File: config.mk
export PLATFORM = sky130hd
export DESIGN_NAME = tcw_ctrl
export DESIGN_NICKNAME = d
export VERILOG_FILES = /design/src/design/tcw_pkg.sv /design/src/design/tcw_ctrl.sv
export SDC_FILE = /design/constraint.sdc
export NUM_CORES = 1
export LEC_CHECK = 0
export BUFFER_PORTS_ARGS = -buffer_cell sky130_fd_sc_hd__buf_2
export CORE_UTILIZATION = 35
export CTS_BUF_LIST = sky130_fd_sc_hd__clkbuf_8
export CTS_CLUSTER_DIAMETER = 50
export DETAILED_ROUTE_END_ITERATION = 10
export GPL_TIMING_DRIVEN = 0
export SYNTH_ARGS = -nofsm -noshare
export SYNTH_HDL_FRONTEND = slang
export SYNTH_SLANG_ARGS = --single-unit
File: constraint.sdc
create_clock -name clk -period 3.3 [get_ports clk]
set_input_delay 0 -clock clk [delete_from_list [all_inputs] [get_ports clk]]
set_output_delay 0 -clock clk [all_outputs]
set_load 0.01 [all_outputs]
File: src/design/tcw_pkg.sv
// Shared types and constants for the text console character writer.
// No dependencies; used by the top level, tcw_dp and tcw_ctrl.
package tcw_pkg;

    // Default geometry
    localparam int COLS_DEF     = 80;
    localparam int ROWS_DEF     = 25;
    localparam int TAB_STOP_DEF = 8;

    // Port widths
    localparam int IN_W   = 24;
    localparam int IN_UW  = 2;
    localparam int OUT_W  = 40;
    localparam int CFG_AW = 1;
    localparam int CFG_DW = 4;

    // Function codes
    localparam logic [1:0] FUNC_PUT   = 2'd0;
    localparam logic [1:0] FUNC_CLEAR = 2'd1;
    localparam logic [1:0] FUNC_READ  = 2'd2;

    // Character codes
    localparam logic [7:0] CH_BS       = 8'h08;
    localparam logic [7:0] CH_TAB      = 8'h09;
    localparam logic [7:0] CH_LF       = 8'h0A;
    localparam logic [7:0] CH_CR       = 8'h0D;
    localparam logic [7:0] CH_PRINT_LO = 8'h20;
    localparam logic [7:0] CH_PRINT_HI = 8'h7F;
    localparam logic [7:0] BLANK_CHAR  = 8'h20;

    localparam logic [15:0] RESET_CELL = 16'h0F20;
    localparam logic [3:0]  FG_RESET   = 4'hF;
    localparam logic [3:0]  BG_RESET   = 4'h0;

    // Configuration register indexes
    localparam logic [CFG_AW-1:0] CFG_FG = 1'b0;
    localparam logic [CFG_AW-1:0] CFG_BG = 1'b1;

    typedef struct packed {
        logic load;
        logic exec;
        logic capture;
        logic copy;
        logic fill;
        logic init;
        logic emit;
    } tcw_cmd_t;

    typedef struct packed {
        logic [1:0] func;
        logic       rd_ok;
        logic       scroll;
        logic       copy_last;
        logic       cell_last;
        logic       out_free;
    } tcw_status_t;

endpackage

File: src/design/tcw_ctrl.sv
// Controller state machine: sequences each item and the RAM sweeps.
// Depends on tcw_pkg; drives tcw_dp through the command struct.
module tcw_ctrl (
    input  logic                 clk,
    input  logic                 rst_n,
    input  logic                 s_tvalid,
    output logic                 s_tready,
    input  tcw_pkg::tcw_status_t st,
    output tcw_pkg::tcw_cmd_t    cmd
);
    import tcw_pkg::*;

    typedef enum logic [8:0] {
        S_INIT  = 9'b000000001,
        S_IDLE  = 9'b000000010,
        S_EXEC  = 9'b000000100,
        S_READ  = 9'b000001000,
        S_COPY  = 9'b000010000,
        S_DRAIN = 9'b000100000,
        S_BLANK = 9'b001000000,
        S_FILL  = 9'b010000000,
        S_DONE  = 9'b100000000
    } state_t;

    state_t state_reg, state_next;

    always_comb
    begin
        state_next = state_reg;
        cmd        = '0;
        s_tready   = 1'b0;
        case (state_reg)
            S_INIT:
            begin
                cmd.fill = 1'b1;
                cmd.init = 1'b1;
                if (st.cell_last)
                begin
                    state_next = S_IDLE;
                end
            end
            S_IDLE:
            begin
                s_tready = 1'b1;
                if (s_tvalid)
                begin
                    cmd.load   = 1'b1;
                    state_next = S_EXEC;
                end
            end
            S_EXEC:
            begin
                cmd.exec = 1'b1;
                case (st.func)
                    FUNC_PUT:   state_next = st.scroll ? S_COPY : S_DONE;
                    FUNC_CLEAR: state_next = S_FILL;
                    FUNC_READ:  state_next = st.rd_ok ? S_READ : S_DONE;
                    default:    state_next = S_DONE;
                endcase
            end
            S_READ:
            begin
                cmd.capture = 1'b1;
                state_next  = S_DONE;
            end
            S_COPY:
            begin
                // move each row up one row, one cell a cycle
                cmd.copy = 1'b1;
                if (st.copy_last)
                begin
                    state_next = S_DRAIN;
                end
            end
            S_DRAIN:
            begin
                state_next = S_BLANK;
            end
            S_BLANK, S_FILL:
            begin
                cmd.fill = 1'b1;
                if (st.cell_last)
                begin
                    state_next = S_DONE;
                end
            end
            S_DONE:
            begin
                if (st.out_free)
                begin
                    cmd.emit   = 1'b1;
                    state_next = S_IDLE;
                end
            end
            default:
            begin
                state_next = S_IDLE;
            end
        endcase
    end

    always_ff @(posedge clk or negedge rst_n)
    begin
        if (!rst_n)
        begin
            state_reg <= S_INIT;
        end
        else
        begin
            state_reg <= state_next;
        end
    end
endmodule
==> impl_metrics.ini <==
[drt]
avgViaCountPerCell = 5.72
drcViolationCount = 0
wl_per_cell_um = 13.1
drt_wl_total_um = 1440
vias = 629
dr.first_iter.drc_count = 20
antenna_left = 0
dr.pass1.iters = 6

[place]
gp_congestion = 0.736
io_buffers = 17
dpl.hpwl_um = 1080
placedInstanceArea_um2 = 724

[sta]
finalSetupTns_ps = 0
rsz0062_at_grt = false
period_needed_ps = 1890
max_slew_margin = 0.615
post-route-period-util = 0.574
skew_ps = 0.867
hold_viol = 1
worst_pin_slew_ps = 573
slew_violations = 0
holdWs_ps = -3.47
fmax_ghz = 0.528
setup_viol = 0

[critical_path]
crit_path_top_delay_cell = o32ai_1
cp_data_required_time_ps = 3470
worstPathCellList = nor2_1 > nand3_1 > o32ai_1 > a22o_1
critical_path_class = reg -> reg
slowest_delay_ps = 560
critPathMaxFanout = 6
arrival_ps = 2060
startpoint_type = flip-flop
cp-end-kind = flip-flop

[die]
ios = 18
rows = 14
die_height_um = 44.1
initial_core_util = 0.393
die-area_um2 = 1940
core_um2 = 1580
fp.dieW_um = 44.1

[logic_synthesis]
synth_seq_cells = 9
ys_types = 30
ys.flop_type = dfrtp_1
yosysSeqAreaShare = 0.366
synth_cells = 71
synth-edff-count = 0
netlist_area_um2 = 619
avgSynthCellArea_um2 = 8.72
syn-num-nets = 81
yosysWarnings = 0
async_reset_ff_frac = 1.00

[clock_network]
cts_buffers = 3
h-tree-depth = 1
cts_tree = built
clock_path_buffers = 2
path_clk_slew_ps = 40
cts_setup_buffers = 0
clk_latency_ps = 230
cts.root.buffer_cell = clkbuf_8
clock-sinks = 9

[power_and_ir_drop]
power.density_nw_per_um2 = 583
p_leak_nw = 0.392
switching_share = 0.367
internal_power_mw = 0.291
irDropWorstVdd_mv = 0.320
power.switching_mw = 0.169
clkPwrFrac = 0.271
p_seq_frac = 0.326
pwr-share-comb = 0.403

[status]
violations = hold timing
status = finished with violations

[cells_and_area]
largest_register_ffs = 9
synthToLayoutAreaGrowth_pct = 27.5
stdcell_area_um2 = 790
fillers = 171
drive_above_1_share = 0.277
diodes = 0
final_nets = 105

[global_routing]
antenna_found_initial = 0
overflow = 0
grt_max_degree = 10
grt_pass1_vias = 555
grt_first_pass_wirelength_um = 2350
gr-usage-all-layers = 0.168

[worst_hold_path]
worstHoldPathType = in -> reg

[run]
drv_cap = 0
-- path summary, 6_finish.rpt --
path	startpoint	endpoint	slack, ps	depth (start not counted)
worst max-delay path	state_reg[4]	state_reg[7]	1410	4
worst min-delay path	s_tvalid	state_reg[2]	-3	2
worst max register to register	state_reg[4]	state_reg[7]	1410	4
worst min register to register	state_reg[0]	state_reg[0]	530	1
max in group asynchronous	rst_n	state_reg[0]	2900	2
min in group asynchronous	rst_n	state_reg[4]	150	2
-- through the flow --
| step | util | setup slack (ps) | cells | total power [mW] |
|---|---|---|---|---|
| after floorplan | - | 1540 | 71 | 0.283 |
| after global placement | 0.460 | 1400 | 104 | 0.333 |
| after detailed placement | 0.460 | 1430 | 104 | 0.336 |
| after CTS | 0.501 | 1410 | 110 | 0.463 |
| after global routing | 0.501 | 1310 | 110 | 0.494 |
| final | 0.501 | 1410 | 110 | 0.460 |
-- synthesized netlist by cell type, types with 2 or more instances --
master     n  area (um^2)
dfrtp_1    8          200
or3_1      2         12.5
nor2_1    10         37.5
and2_1     3         18.8
nand3b_1   3         22.5
nor4b_1    3         26.3
nor3_1     3         15.0
a32o_1     2         20.0
nand2_1    3         11.3
a21oi_1    2         10.0
nand3_1    3         15.0
o21ai_0    3         15.0
a22o_1     2         17.5
o211ai_1   2         15.0
inv_1      6         22.5
buf_6      2         22.5
-- worst max-delay path, delay by kind of cell (launching register included) --
family	cells	cell delay (ps)
DFF	1	400
AOI/OAI and AO/OA	2	790
and+or+nand+nor	2	630
-- per-layer routing --
layer,vias to the layer above,part of all wire,track usage
met5,-,0,0
met4,0,0.016,0.0545
met3,4,0.049,0.0735
met2,13,0.45,0.259
met1,305,0.48,0.210
li1,307,-,-
-- kinds of logic after synthesis --
| group | count (synthesis) | share of synthesized area |
|---|---|---|
| compound gates | 15 | 0.192 |
| xor+xnor | 1 | 0.0141 |
| fa+ha+maj | 1 | 0.0182 |
| buf+inv | 9 | 0.0788 |
| flops | 9 | 0.366 |
| simple gates | 36 | 0.331 |
-- layout make-up --
cell class / instances / area [um^2] / area share
clock inverters: 1 / 3.75 / 0.00475
plain buffers: 3 / 26.3 / 0.0333
clock buffers: 3 / 41.3 / 0.0523
well taps: 16 / 20.0 / 0.0254
inverters: 6 / 22.5 / 0.0285
repair buffers: 19 / 105 / 0.133
multi-input cells: 53 / 344 / 0.436
flip-flops and latches: 9 / 226 / 0.287
-- cells in the final DEF, fill, tap and decap left out, drive strengths merged --
| master | n |
|---|---|
| buf | 19 |
| nor2 | 10 |
| dfrtp | 8 |
| inv | 7 |
| clkbuf | 4 |
| nor4b | 3 |
| nor3 | 3 |
| nand3 | 3 |
| nand2 | 3 |
| and2 | 3 |
| o21ai | 3 |
| nand3b | 3 |
| a32o | 2 |
| o211ai | 2 |
| a21oi | 2 |
| a22o | 2 |
| or3 | 2 |
| dlygate4sd3 | 2 |
| nand2b | 1 |
| nor4 | 1 |
| nand4b | 1 |
| xor2 | 1 |
| nor3b | 1 |
| nor2b | 1 |
| o32ai | 1 |
| o32a | 1 |
| or4 | 1 |
| maj3 | 1 |
| a311oi | 1 |
| o31ai | 1 |
| dfstp | 1 |
-- timing repair --
item | 4_1_cts | 5_1_grt
hold endpoints to repair | 10 | 0
hold buffers | 2 | 0
resized for setup | 0 | 0
-- power groups by stage --
stage	Sequential, mW	Clock, mW	Combinational [mW]
after floorplan	0.145	0	0.137
after global placement	0.152	0	0.182
after detailed placement	0.152	0	0.184
after CTS	0.151	0.126	0.186
after global routing	0.154	0.132	0.208
final	0.150	0.125	0.186
Power figures use the tool's default switching activity.
